**src/lfss_pkg.sv**
```systemverilog
// Shared types, widths, register indexes and constant arithmetic for the line-follow speed/steer block.
package lfss_pkg;

   localparam int POS_W   = 10;
   localparam int MAG_W   = 10;
   localparam int CURV_W  = 27;
   localparam int SPEED_W = 17;
   localparam int BASE_W  = 20;
   localparam int SPD_W   = 10;
   localparam int RATE_W  = 16;
   localparam int WIN_W   = 9;
   localparam int CSR_IDX_W  = 3;
   localparam int CSR_DATA_W = 16;
   localparam int PROD_W  = 25;
   localparam int QUOT_W  = 16;

   // Reciprocal of 1000 scaled by 2^35, rounded up: exact for dividends below 2^25.
   localparam int DIV_SHIFT = 35;
   localparam int DIV_MUL_W = 26;
   localparam logic [DIV_MUL_W-1:0] DIV_MUL = 26'd34359739;

   localparam logic [BASE_W-1:0] MILLI = 20'd1000;
   localparam logic signed [CURV_W-1:0] CURV_OFFSET = 27'sd1000;

   // Register indexes
   localparam logic [CSR_IDX_W-1:0] CSR_INITIAL_SPEED = 3'd0;
   localparam logic [CSR_IDX_W-1:0] CSR_MAX_SPEED     = 3'd1;
   localparam logic [CSR_IDX_W-1:0] CSR_MIN_SPEED     = 3'd2;
   localparam logic [CSR_IDX_W-1:0] CSR_RISE_RATE     = 3'd3;
   localparam logic [CSR_IDX_W-1:0] CSR_FALL_RATE     = 3'd4;
   localparam logic [CSR_IDX_W-1:0] CSR_STEER_GAIN    = 3'd5;
   localparam logic [CSR_IDX_W-1:0] CSR_SLOW_GAIN     = 3'd6;
   localparam logic [CSR_IDX_W-1:0] CSR_CENTRE_WINDOW = 3'd7;

   // Register reset values
   localparam logic [SPD_W-1:0]  RST_INITIAL_SPEED = 10'd80;
   localparam logic [SPD_W-1:0]  RST_MAX_SPEED     = 10'd100;
   localparam logic [SPD_W-1:0]  RST_MIN_SPEED     = 10'd80;
   localparam logic [RATE_W-1:0] RST_RISE_RATE     = 16'd100;
   localparam logic [RATE_W-1:0] RST_FALL_RATE     = 16'd200;
   localparam logic [RATE_W-1:0] RST_STEER_GAIN    = 16'd300;
   localparam logic [RATE_W-1:0] RST_SLOW_GAIN     = 16'd500;
   localparam logic [WIN_W-1:0]  RST_CENTRE_WINDOW = 9'd20;
   localparam logic [BASE_W-1:0] RST_BASE          = 20'd80000;

   typedef struct packed {
      logic [SPD_W-1:0]  initial_speed;
      logic [SPD_W-1:0]  max_speed;
      logic [SPD_W-1:0]  min_speed;
      logic [RATE_W-1:0] rise_rate;
      logic [RATE_W-1:0] fall_rate;
      logic [RATE_W-1:0] steer_gain;
      logic [RATE_W-1:0] slow_gain;
      logic [WIN_W-1:0]  centre_window;
   } cfg_type;

   typedef struct packed {
      logic             fire;
      logic             restart;
      logic [MAG_W-1:0] mag;
   } step_type;

   // Truncating divide by 1000 through the scaled reciprocal.
   function automatic logic [QUOT_W-1:0] div1000(input logic [PROD_W-1:0] x);
      logic [PROD_W+DIV_MUL_W-1:0] p;
      p = (PROD_W+DIV_MUL_W)'(x) * (PROD_W+DIV_MUL_W)'(DIV_MUL);
      return p[DIV_SHIFT +: QUOT_W];
   endfunction

endpackage

```
**src/lfss_if.sv**
```systemverilog
// Valid/ready channel interfaces for the request and response transactions.
interface lfss_req_if;
   logic                                valid;
   logic                                ready;
   logic                                mode;
   logic signed [lfss_pkg::POS_W-1:0]   position;

   modport source (output valid, mode, position, input ready);
   modport sink   (input valid, mode, position, output ready);
endinterface

interface lfss_rsp_if;
   logic                                valid;
   logic                                ready;
   logic signed [lfss_pkg::CURV_W-1:0]  curvature;
   logic signed [lfss_pkg::SPEED_W-1:0] speed;

   modport source (output valid, curvature, speed, input ready);
   modport sink   (input valid, curvature, speed, output ready);
endinterface

```
**src/line_follow_speed_steer_top.sv**
```systemverilog
// Top level of the line-follow speed and steering block.
// Each tracking transaction carries one signed line position and yields one response with a
// steering curvature (-position*steer_gain - 1000) and a speed command (base speed in whole
// units minus |position|*slow_gain/1000, both divides truncating). The base speed is kept in
// thousandths; a centred position (|position| below centre_window) raises it by rise_rate up
// to max_speed*1000, any other position lowers it by fall_rate down to min_speed*1000. A
// restart transaction (mode 1) reloads initial_speed*1000 and produces no response. The block
// takes one transaction per cycle while the response side does not stall it. It passes
// through three registers: the input register, then base update and multiplies, then divide
// by 1000 and subtract. rsp valid is the third register, so the earliest response handshake
// follows the input and stage-2 registers. The base speed register closes its update loop
// through itself alone, which is what allows the one-per-cycle rate. Registers are written through
// csr_wr_en/csr_index/csr_wdata and should only change while no transaction is in flight.
module line_follow_speed_steer_top (
   input  logic                                 clock,
   input  logic                                 reset,
   lfss_req_if.sink                             req_ch,
   lfss_rsp_if.source                           rsp_ch,
   input  logic                                 csr_wr_en,
   input  logic [lfss_pkg::CSR_IDX_W-1:0]       csr_index,
   input  logic [lfss_pkg::CSR_DATA_W-1:0]      csr_wdata
);

   // ---------------------------------------------------------------------------------------
   // Configuration registers
   // ---------------------------------------------------------------------------------------
   lfss_pkg::cfg_type cfg_ff;

   always_ff @(posedge clock) begin
      if (reset) begin
         cfg_ff.initial_speed <= lfss_pkg::RST_INITIAL_SPEED;
         cfg_ff.max_speed     <= lfss_pkg::RST_MAX_SPEED;
         cfg_ff.min_speed     <= lfss_pkg::RST_MIN_SPEED;
         cfg_ff.rise_rate     <= lfss_pkg::RST_RISE_RATE;
         cfg_ff.fall_rate     <= lfss_pkg::RST_FALL_RATE;
         cfg_ff.steer_gain    <= lfss_pkg::RST_STEER_GAIN;
         cfg_ff.slow_gain     <= lfss_pkg::RST_SLOW_GAIN;
         cfg_ff.centre_window <= lfss_pkg::RST_CENTRE_WINDOW;
      end else if (csr_wr_en) begin
         unique case (csr_index)
            lfss_pkg::CSR_INITIAL_SPEED: begin
               cfg_ff.initial_speed <= csr_wdata[lfss_pkg::SPD_W-1:0];
            end
            lfss_pkg::CSR_MAX_SPEED: begin
               cfg_ff.max_speed <= csr_wdata[lfss_pkg::SPD_W-1:0];
            end
            lfss_pkg::CSR_MIN_SPEED: begin
               cfg_ff.min_speed <= csr_wdata[lfss_pkg::SPD_W-1:0];
            end
            lfss_pkg::CSR_RISE_RATE: begin
               cfg_ff.rise_rate <= csr_wdata[lfss_pkg::RATE_W-1:0];
            end
            lfss_pkg::CSR_FALL_RATE: begin
               cfg_ff.fall_rate <= csr_wdata[lfss_pkg::RATE_W-1:0];
            end
            lfss_pkg::CSR_STEER_GAIN: begin
               cfg_ff.steer_gain <= csr_wdata[lfss_pkg::RATE_W-1:0];
            end
            lfss_pkg::CSR_SLOW_GAIN: begin
               cfg_ff.slow_gain <= csr_wdata[lfss_pkg::RATE_W-1:0];
            end
            lfss_pkg::CSR_CENTRE_WINDOW: begin
               cfg_ff.centre_window <= csr_wdata[lfss_pkg::WIN_W-1:0];
            end
            default: begin
            end
         endcase
      end
   end

   // ---------------------------------------------------------------------------------------
   // Pipeline advance: each stage moves when it is empty or the stage after it moves, so
   // bubbles collapse and a waiting response never blocks a new request on its own.
   // ---------------------------------------------------------------------------------------
   logic s1_valid_ff, s1_valid_in;
   logic s2_valid_ff, s2_valid_in;
   logic out_valid_ff;
   logic out_en, s2_en, s1_en;

   assign out_en = !out_valid_ff || rsp_ch.ready;
   assign s2_en  = !s2_valid_ff || out_en;
   assign s1_en  = !s1_valid_ff || s2_en;

   assign req_ch.ready = s1_en;

   // ---------------------------------------------------------------------------------------
   // Stage 1: capture the request transaction
   // ---------------------------------------------------------------------------------------
   logic                                s1_mode_ff;
   logic signed [lfss_pkg::POS_W-1:0]   s1_pos_ff;
   logic [lfss_pkg::MAG_W-1:0]          s1_mag;

   assign s1_valid_in = req_ch.valid;

   always_ff @(posedge clock) begin
      if (reset) begin
         s1_valid_ff <= 1'b0;
      end else if (s1_en) begin
         s1_valid_ff <= s1_valid_in;
      end
   end

   always_ff @(posedge clock) begin
      if (s1_en) begin
         s1_mode_ff <= req_ch.mode;
         s1_pos_ff  <= req_ch.position;
      end
   end

   // Magnitude fits unsigned in the same width: the most negative position maps to 512.
   assign s1_mag = s1_pos_ff[lfss_pkg::POS_W-1] ? lfss_pkg::MAG_W'(-s1_pos_ff)
                                                : lfss_pkg::MAG_W'(s1_pos_ff);

   // ---------------------------------------------------------------------------------------
   // Stage 2 inputs: base speed update, steering and slowdown products
   // ---------------------------------------------------------------------------------------
   lfss_pkg::step_type                  step;
   logic [lfss_pkg::BASE_W-1:0]         base_next;
   logic signed [lfss_pkg::CURV_W-1:0]  steer_prod;
   logic signed [lfss_pkg::CURV_W-1:0]  curv_in;
   logic [lfss_pkg::PROD_W-1:0]         slow_prod_in;

   // Advance the base speed only when the stage-1 transaction actually moves on.
   assign step.fire    = s1_valid_ff && s2_en;
   assign step.restart = s1_mode_ff;
   assign step.mag     = s1_mag;

   lfss_base_speed u_base (
      .clock     (clock),
      .reset     (reset),
      .cfg       (cfg_ff),
      .step      (step),
      .base_next (base_next)
   );

   always_comb begin
      steer_prod   = lfss_pkg::CURV_W'(s1_pos_ff)
                     * lfss_pkg::CURV_W'($signed({1'b0, cfg_ff.steer_gain}));
      curv_in      = -steer_prod - lfss_pkg::CURV_OFFSET;
      slow_prod_in = lfss_pkg::PROD_W'(s1_mag) * lfss_pkg::PROD_W'(cfg_ff.slow_gain);
   end

   // Restart transactions drop out here: no response.
   assign s2_valid_in = s1_valid_ff && !s1_mode_ff;

   logic [lfss_pkg::BASE_W-1:0]         s2_base_ff;
   logic signed [lfss_pkg::CURV_W-1:0]  s2_curv_ff;
   logic [lfss_pkg::PROD_W-1:0]         s2_slow_ff;

   always_ff @(posedge clock) begin
      if (reset) begin
         s2_valid_ff <= 1'b0;
      end else if (s2_en) begin
         s2_valid_ff <= s2_valid_in;
      end
   end

   always_ff @(posedge clock) begin
      if (s2_en) begin
         s2_base_ff <= base_next;
         s2_curv_ff <= curv_in;
         s2_slow_ff <= slow_prod_in;
      end
   end

   // ---------------------------------------------------------------------------------------
   // Stage 3: divide both terms by 1000 and form the speed command
   // ---------------------------------------------------------------------------------------
   logic [lfss_pkg::QUOT_W-1:0]         base_units;
   logic [lfss_pkg::QUOT_W-1:0]         slow_units;
   logic signed [lfss_pkg::SPEED_W-1:0] speed_in;

   always_comb begin
      base_units = lfss_pkg::div1000(lfss_pkg::PROD_W'(s2_base_ff));
      slow_units = lfss_pkg::div1000(s2_slow_ff);
      speed_in   = $signed(lfss_pkg::SPEED_W'(base_units) - lfss_pkg::SPEED_W'(slow_units));
   end

   logic signed [lfss_pkg::CURV_W-1:0]  out_curv_ff;
   logic signed [lfss_pkg::SPEED_W-1:0] out_speed_ff;

   always_ff @(posedge clock) begin
      if (reset) begin
         out_valid_ff <= 1'b0;
      end else if (out_en) begin
         out_valid_ff <= s2_valid_ff;
      end
   end

   always_ff @(posedge clock) begin
      if (out_en) begin
         out_curv_ff  <= s2_curv_ff;
         out_speed_ff <= speed_in;
      end
   end

   assign rsp_ch.valid     = out_valid_ff;
   assign rsp_ch.curvature = out_curv_ff;
   assign rsp_ch.speed     = out_speed_ff;

   // ---------------------------------------------------------------------------------------
   // Assertions
   // ---------------------------------------------------------------------------------------
   // A restart leaving stage 1 never produces a stage-2 entry.
   a_restart_no_rsp: assert property (@(posedge clock) disable iff (reset)
      (s1_valid_ff && s1_mode_ff && s2_en) |=> !s2_valid_ff)
      else $error("restart transaction produced a response entry");

   // The stored base speed never exceeds 1023 whole units.
   a_base_bound: assert property (@(posedge clock) disable iff (reset)
      s2_valid_ff |-> (s2_base_ff <= 20'd1023000))
      else $error("base speed out of range");

   // Reset empties the whole pipeline.
   a_reset_empty: assert property (@(posedge clock)
      reset |=> (!s1_valid_ff && !s2_valid_ff && !out_valid_ff))
      else $error("pipeline not empty after reset");

endmodule

```
**src/lfss_base_speed.sv**
```systemverilog
// Base speed register with rise/fall clamping and restart reload.
module lfss_base_speed (
   input  logic                            clock,
   input  logic                            reset,
   input  lfss_pkg::cfg_type               cfg,
   input  lfss_pkg::step_type              step,
   output logic [lfss_pkg::BASE_W-1:0]     base_next
);

   logic [lfss_pkg::BASE_W-1:0] base_ff;
   logic [lfss_pkg::BASE_W-1:0] base_in;
   logic [lfss_pkg::BASE_W-1:0] top_milli;
   logic [lfss_pkg::BASE_W-1:0] bottom_milli;
   logic [lfss_pkg::BASE_W-1:0] init_milli;
   logic [lfss_pkg::BASE_W:0]   inc_sum;
   logic [lfss_pkg::BASE_W:0]   dec_floor;
   logic                        centred;

   always_comb begin
      top_milli    = lfss_pkg::BASE_W'(cfg.max_speed) * lfss_pkg::MILLI;
      bottom_milli = lfss_pkg::BASE_W'(cfg.min_speed) * lfss_pkg::MILLI;
      init_milli   = lfss_pkg::BASE_W'(cfg.initial_speed) * lfss_pkg::MILLI;
      inc_sum      = {1'b0, base_ff} + (lfss_pkg::BASE_W+1)'(cfg.rise_rate);
      // base - fall < bottom  <=>  base < fall + bottom
      dec_floor    = {1'b0, bottom_milli} + (lfss_pkg::BASE_W+1)'(cfg.fall_rate);
      centred      = step.mag < lfss_pkg::MAG_W'(cfg.centre_window);

      base_in = base_ff;
      if (step.fire) begin
         if (step.restart) begin
            base_in = init_milli;
         end else if (centred) begin
            base_in = (inc_sum > {1'b0, top_milli}) ? top_milli
                                                    : inc_sum[lfss_pkg::BASE_W-1:0];
         end else begin
            base_in = ({1'b0, base_ff} < dec_floor) ? bottom_milli
                      : base_ff - lfss_pkg::BASE_W'(cfg.fall_rate);
         end
      end
   end

   always_ff @(posedge clock) begin
      if (reset) begin
         base_ff <= lfss_pkg::RST_BASE;
      end else begin
         base_ff <= base_in;
      end
   end

   assign base_next = base_in;

endmodule
```
**src/flat_wrapper.sv**
```systemverilog
// flat-port wrapper written by rule: the top's interface ports become plain ports
module line_follow_speed_steer_top_flat 
  (clock, reset, csr_wr_en, csr_index, csr_wdata, req_ch_valid, req_ch_mode, req_ch_position, req_ch_ready, rsp_ch_valid, rsp_ch_curvature, rsp_ch_speed, rsp_ch_ready);
  lfss_req_if req_ch_i ();
  lfss_rsp_if rsp_ch_i ();
  input  logic clock;
  input  logic reset;
  input  logic csr_wr_en;
  input  logic [lfss_pkg::CSR_IDX_W-1:0] csr_index;
  input  logic [lfss_pkg::CSR_DATA_W-1:0] csr_wdata;
  input wire logic [$bits(req_ch_i.valid)-1:0] req_ch_valid;
  input wire logic [$bits(req_ch_i.mode)-1:0] req_ch_mode;
  input wire logic [$bits(req_ch_i.position)-1:0] req_ch_position;
  output wire logic [$bits(req_ch_i.ready)-1:0] req_ch_ready;
  output wire logic [$bits(rsp_ch_i.valid)-1:0] rsp_ch_valid;
  output wire logic [$bits(rsp_ch_i.curvature)-1:0] rsp_ch_curvature;
  output wire logic [$bits(rsp_ch_i.speed)-1:0] rsp_ch_speed;
  input wire logic [$bits(rsp_ch_i.ready)-1:0] rsp_ch_ready;
  assign req_ch_i.valid = req_ch_valid;
  assign req_ch_i.mode = req_ch_mode;
  assign req_ch_i.position = req_ch_position;
  assign req_ch_ready = req_ch_i.ready;
  assign rsp_ch_valid = rsp_ch_i.valid;
  assign rsp_ch_curvature = rsp_ch_i.curvature;
  assign rsp_ch_speed = rsp_ch_i.speed;
  assign rsp_ch_i.ready = rsp_ch_ready;
  line_follow_speed_steer_top u_core (.clock(clock), .reset(reset), .req_ch(req_ch_i), .rsp_ch(rsp_ch_i), .csr_wr_en(csr_wr_en), .csr_index(csr_index), .csr_wdata(csr_wdata));
endmodule
```
**config.mk**
```make
export PLATFORM = sky130hd
export DESIGN_NAME = line_follow_speed_steer_top_flat
export DESIGN_NICKNAME = d
export VERILOG_FILES = /design/src/lfss_pkg.sv /design/src/lfss_if.sv /design/src/line_follow_speed_steer_top.sv /design/src/lfss_base_speed.sv /design/src/flat_wrapper.sv
export SDC_FILE = /design/constraint.sdc
export NUM_CORES = 2
export LEC_CHECK = 0
export BUFFER_PORTS_ARGS = -buffer_cell sky130_fd_sc_hd__buf_2
export CORE_MARGIN = 2
export CORE_UTILIZATION = 58
export CTS_CLUSTER_DIAMETER = 50
export DETAILED_ROUTE_END_ITERATION = 8
export GPL_ROUTABILITY_DRIVEN = 0
export HOLD_SLACK_MARGIN = 0.08
export PLACE_DENSITY = 0.84
export SETUP_SLACK_MARGIN = 0.05
export SLEW_MARGIN = 25
export SYNTH_ARGS = -nofsm -noshare
export SYNTH_HDL_FRONTEND = slang
export SYNTH_SLANG_ARGS = --single-unit
```
**constraint.sdc**
```tcl
create_clock -name clock -period 9.4 [get_ports clock]
set_input_delay 1.88 -clock clock [delete_from_list [all_inputs] [get_ports clock]]
set_output_delay 1.88 -clock clock [all_outputs]
set_load 0.005 [all_outputs]
```
-- Word level (Yosys, flattened, before mapping)
Cells that the tools add are included.
- add/subtract/negate cells: 7
- multiply operators: 7
- $lt $le $gt $ge: 3
- equality and inequality tests: 7
- mux-type cells: 6
- reductions and logical operators: 18
- operator list (cell ; count):
    two-way mux 20 bit ; 5
    multiplier 10 x 7 -> 17 bit, second input constant ; 3
    multiplier 25 x 26 -> 51 bit, second input constant ; 1
    multiplier 20 x 26 -> 46 bit, second input constant ; 1
    adder 20 x 16 -> 21 bit ; 2
    multiplier 10 x 17 -> 27 bit ; 1
    negator 27 bit ; 1
    subtractor 27 x 11 -> 27 bit, second input constant ; 1
    multiplier 10 x 16 -> 25 bit ; 1
    > comparator 21 x 20 -> 1 bit ; 1
    less-than comparator 20 x 21 -> 1 bit ; 1
    subtractor 20 x 16 -> 20 bit ; 1
    subtractor 11 x 16 -> 17 bit ; 1
    AND reduction 2 bit ; 8
    equality test 3 bit, second input constant ; 4
    less-than comparator 10 x 9 -> 1 bit ; 1
    two-way mux 10 bit ; 1
    negator 10 bit ; 1
    equality test 3 x 2 -> 1 bit, second input constant ; 2
    zero test 1 bit ; 4
    equality test 3 x 1 -> 1 bit, second input constant ; 1
    zero test 3 bit ; 1
    logical OR 1 bit ; 3
    logical AND 1 bit ; 2
- register bits after elaboration: 253
- input bits: 35
- output and inout bits: 46
- word-level logic and storage cells: 67

-- Longest topological paths before layout
- word-level depth: 7
- mapped depth: 38
- depth with buffers taken out: 38

-- By module
A second synthesis with hierarchy kept.
- cells, all modules: 4740
- area, all modules: 45213.4 um^2
- by module, submodules not included (module ; times used ; cells an instance ; area each (um^2) ; sequential area each (um^2)):
    line_follow_speed_steer_top ; 1 ; 3606 ; 35401.5 ; 5935.7
    lfss_base_speed ; 1 ; 1134 ; 9811.9 ; 400.4

-- Least setup slack after synthesis
Ideal clock, no wire load.
- path type: reg-to-reg
- from: reg u_core.s2_slow_ff[10] in the netlist's numbering
- to: reg u_core.out_speed_ff, in the netlist u_core.rsp_ch.speed[15], data pin
- library setup time: 0.273 ns
- data arrival time: 7.794 ns
- required time: 9.127 ns
- setup slack: 1.332 ns
- stages on the path, launching flop included: 34
- buffers on the path: 0
- period minus slack after synthesis: 8.068 ns
- path through: edfxtp_1 fa_1 inv_1 fa_1 fa_1 fa_1 fa_1 inv_1 fa_1 inv_1 fa_1 inv_1 ha_1 nand3_1 o221ai_1 nor3_1 a21oi_1 o21ai_0 o21ba_2 o221ai_1 o21bai_1 a21oi_1 xor2_1 ha_1 nor2b_1 o21ai_0 a21boi_0 o21a_1 o21ai_0 nand2b_1 a41o_1 o41a_1 a311oi_1 a221oi_1
- longest elaborated chain between the ends: 2
- ends and longest elaborated chain (what ; line ; source):
    start, declared ; line_follow_speed_steer_top.sv:148 ; logic [lfss_pkg::PROD_W-1:0] s2_slow_ff;
    start signal, assigned ; line_follow_speed_steer_top.sv:162 ; s2_slow_ff <= slow_prod_in;
    multiplier 25 x 26 -> 51 bit ; lfss_pkg.sv:66 ; p = (PROD_W+DIV_MUL_W)'(x) * (PROD_W+DIV_MUL_W)'(DIV_MUL);
    subtractor 11 x 16 -> 17 bit ; line_follow_speed_steer_top.sv:176 ; speed_in = $signed(lfss_pkg::SPEED_W'(base_units) - lfss_pkg::SPEED_W'(slow_units));
    via u_core.speed_in (one bit) ; line_follow_speed_steer_top.sv:171 ; logic signed [lfss_pkg::SPEED_W-1:0] speed_in;
    end signal, assigned ; line_follow_speed_steer_top.sv:193 ; out_speed_ff <= speed_in;
    end, declared ; line_follow_speed_steer_top.sv:180 ; logic signed [lfss_pkg::SPEED_W-1:0] out_speed_ff;
The timed path passes the listed nets, and every way through them passes these cells.
A chain may end at the register's enable or synchronous reset.

-- Worst setup path after layout
- from: reg u_core.s2_slow_ff[8] in the netlist's numbering
- to: reg u_core.out_speed_ff, in the netlist u_core.rsp_ch.speed[15], data pin
Same word-level chain as after synthesis.

==> impl_metrics.py <==
metrics = {
    "setup_path": {
        "rr_startpoint": "u_core.s2_slow_ff[8]",
        "cp-end-kind": "flip-flop",
        "worstRegToRegCells": 33,
        "cp-start-kind": "flip-flop",
        "worst_path_most_repeated_cell": "fa_1",
        "crit_start": "u_core.s2_slow_ff[8]",
        "cpMaxStageDelayCell": "fa_1",
        "required_ns": 9.70,
        "crit_arrival_ns": 9.15,
        "cpPeakStageDelay_ns": 0.56,
        "reg2reg_slack_ns": 0.55,
        "timing.rr.end": "u_core.rsp_ch.speed[15]",
        "crit_type": "reg -> reg",
        "crit_fanout": 6,
    },
    "route": {
        "wl_per_cell_um": 18.8,
        "wirelength_mm": 110,
        "drtAntennaViolNets": 0,
        "first_pass_iters": 6,
        "via_per_inst": 5.76,
        "vias": 33515,
        "drc": 0,
        "first_iter_violations": 2848,
    },
    "synthesis": {
        "async_flop_share_pct": 0,
        "synth_edf_count": 127,
        "yosys_warnings": 0,
        "synth_area_um2": 45000,
        "synth_area_leaders": "fa_1 30%, ha_1 23%, edfxtp_1 8.5%",
        "ys_types": 91,
        "postSynthAreaPerCell_um2": 9.52,
        "synthCells": 4721,
        "yosysTopAreaCellShare_pct": 29.8,
        "synth_fp_nets": 6248,
        "ys_ff_latch": 253,
        "post-synth-top-area-cell": "fa_1",
        "yosysSeqAreaShare_pct": 14.1,
        "synth_flop_cell": "edfxtp_1",
    },
    "place": {
        "port_buffers": 80,
        "hpwl_mm": 90.4,
        "pre_cts_ws_ns": 0.417,
        "dp_cells": 5745,
    },
    "grt": {
        "overflow": 0,
        "grt_pass1_vias": 35034,
        "antenna_found_initial": 4,
        "grt_max_degree": 91,
        "grt_pass1_wl_mm": 180,
        "grt_util_all_layers_pct": 28.4,
    },
    "min_path": {
        "worst_hold_path.endpoint": "u_core.rsp_ch.curvature[10]",
        "hold_path.startpoint": "u_core.s2_curv_ff[10]",
        "hold_depth": 0,
        "worst_hold_path_type": "reg -> reg",
    },
    "job": {
        "drv_cap": 0,
    },
    "sta": {
        "holdWs_ns": 0.413,
        "setup_viol": 0,
        "fmaxAchievable_mhz": 113,
        "skew_ns": 0.0360,
        "period_minus_slack_ns": 8.85,
        "setup_tns_ns": 0,
        "slew_headroom_pct": 33.2,
        "fin_crit_sh_pct": 94.2,
        "finalHoldViolations": 0,
        "fin_ws_ns": 0.548,
        "slew_viol_final": 0,
        "tightest_slew_ns": 1.00,
        "rsz0062_at_grt": "false",
    },
    "floorplan": {
        "dieWidth_um": 282,
        "pin_count": 81,
        "die_area_um2": 79700,
        "initial_core_util_pct": 58.3,
        "fp-row-count": 102,
        "core_area_um2": 77100,
        "die_h_um": 282,
    },
    "clock_network": {
        "cts_buffers": 37,
        "path_clk_slew_ns": 0.06,
        "cts.path.max_buffers": 3,
        "root_buffer": "clkbuf_16",
        "cts_tree": "yes",
        "cts.sinks": 253,
        "clock_latency_ns": 0.58,
        "h-tree-depth": 2,
    },
    "final_layout": {
        "final_common_cell": "inv_1",
        "layout.nets": 6277,
        "drive_gt1_share_pct": 4.67,
        "syn2layout_area_growth_pct": 6.12,
        "final_cells": 5820,
        "mostFrequentLayoutCells": "1008 x inv_1, 824 x ha_1, 668 x fa_1",
    },
    "outcome": {
        "status": "complete, no violations",
    },
}
worst max-delay path, delay by kind of cell (launching register included):
family	cells	cell delay (ns)
buf+inv	4	0.29
fa+ha+maj	9	3.90
flops	1	0.49
compound gates	15	3.18
simple gates	4	0.48
xor+xnor	1	0.28
logic make-up (layout without fill, tap and decap cells):
group                    Yosys count  count (layout)  synth area share (%)
other                              0               2                     0
AO/OA/AOI/OAI                    650             650                  9.66
buffers and inverters           1126            1183                  9.46
flip-flops                       253             253                  14.1
XOR/XNOR                         155             155                  3.02
adder cells (fa/ha/maj)         1492            1492                  52.7
AND/OR/NAND/NOR                 1036            1036                  10.9
multiplexers                       9               9                 0.203
sequential cells by signal, indices dropped and copies added, names as in the netlist:
name,flops
u_core.cfg_ff,103
u_core.rsp_ch.speed,17
u_core.s2_valid_ff,1
u_core.s1_valid_ff,1
u_core.s1_pos_ff,10
u_core.s2_curv_ff,27
u_core.u_base.base_ff,20
u_core.s2_slow_ff,25
u_core.rsp_ch.curvature,27
u_core.rsp_ch.valid,1
u_core.s2_base_ff,20
u_core.s1_mode_ff,1
cell usage after synthesis, drive strengths merged, types with 23 or more instances:
master  number
a211oi      25
a21o        71
a21oi      220
a31oi       23
and2       151
and3        25
clkbuf     109
dfxtp      126
edfxtp     127
fa         668
ha         824
inv       1009
nand2      481
nand2b      27
nand3       62
nor2       126
nor2b       40
nor3        50
o211ai      26
o21a        28
o21ai       88
xnor2      110
xor2        45
area by class of cell:
class	count	area [um^2]
repair buffers	107	603
inverters	1009	3790
fillers	5948	29400
diodes	2	5.00
multi-input cells	3342	34400
flip-flops and latches	253	6340
clock buffers	41	983
clock inverters	26	248
well taps	1040	1300
timing repair:
| item | 4_1_cts | 5_1_grt |
|---|---|---|
| hold buffers | 0 | 0 |
| endpoints found under the setup margin | 0 | 5 |
| resized for setup | 0 | 4 |
| buffers inserted | 0 | 6 |
layer usage:
layer	up-vias	GRT usage (%)	wire length [um]
met2	1451	48.1	52700
met4	2	9.37	4000
li1	15341	-	-
met3	293	4.96	8960
met1	16428	36.9	44000
met5	-	0	7
stage by stage:
step	utilization (%)	area, um^2
2_1_floorplan	-	45000
3_3_place_gp	60.2	46400
3_5_place_dp	60.2	46400
4_1_cts	61.8	47600
5_1_grt	61.9	47700
6_report	61.9	47700
worst max-delay path by stage:
stage	end	slack [ns]	depth (start not counted)
after CTS	u_core.rsp_ch.speed[15]	0.41	33
after floorplan	u_core.rsp_ch.speed[15]	1.33	33
after global routing	u_core.rsp_ch.speed[15]	0.08	33
final	u_core.rsp_ch.speed[15]	0.55	33
after detailed placement	u_core.rsp_ch.speed[15]	0.42	33
after global placement	u_core.rsp_ch.speed[15]	0.62	33
Power is not shown: default switching activity piles up to over one toggle a cycle in this logic, so the estimate is an artifact.
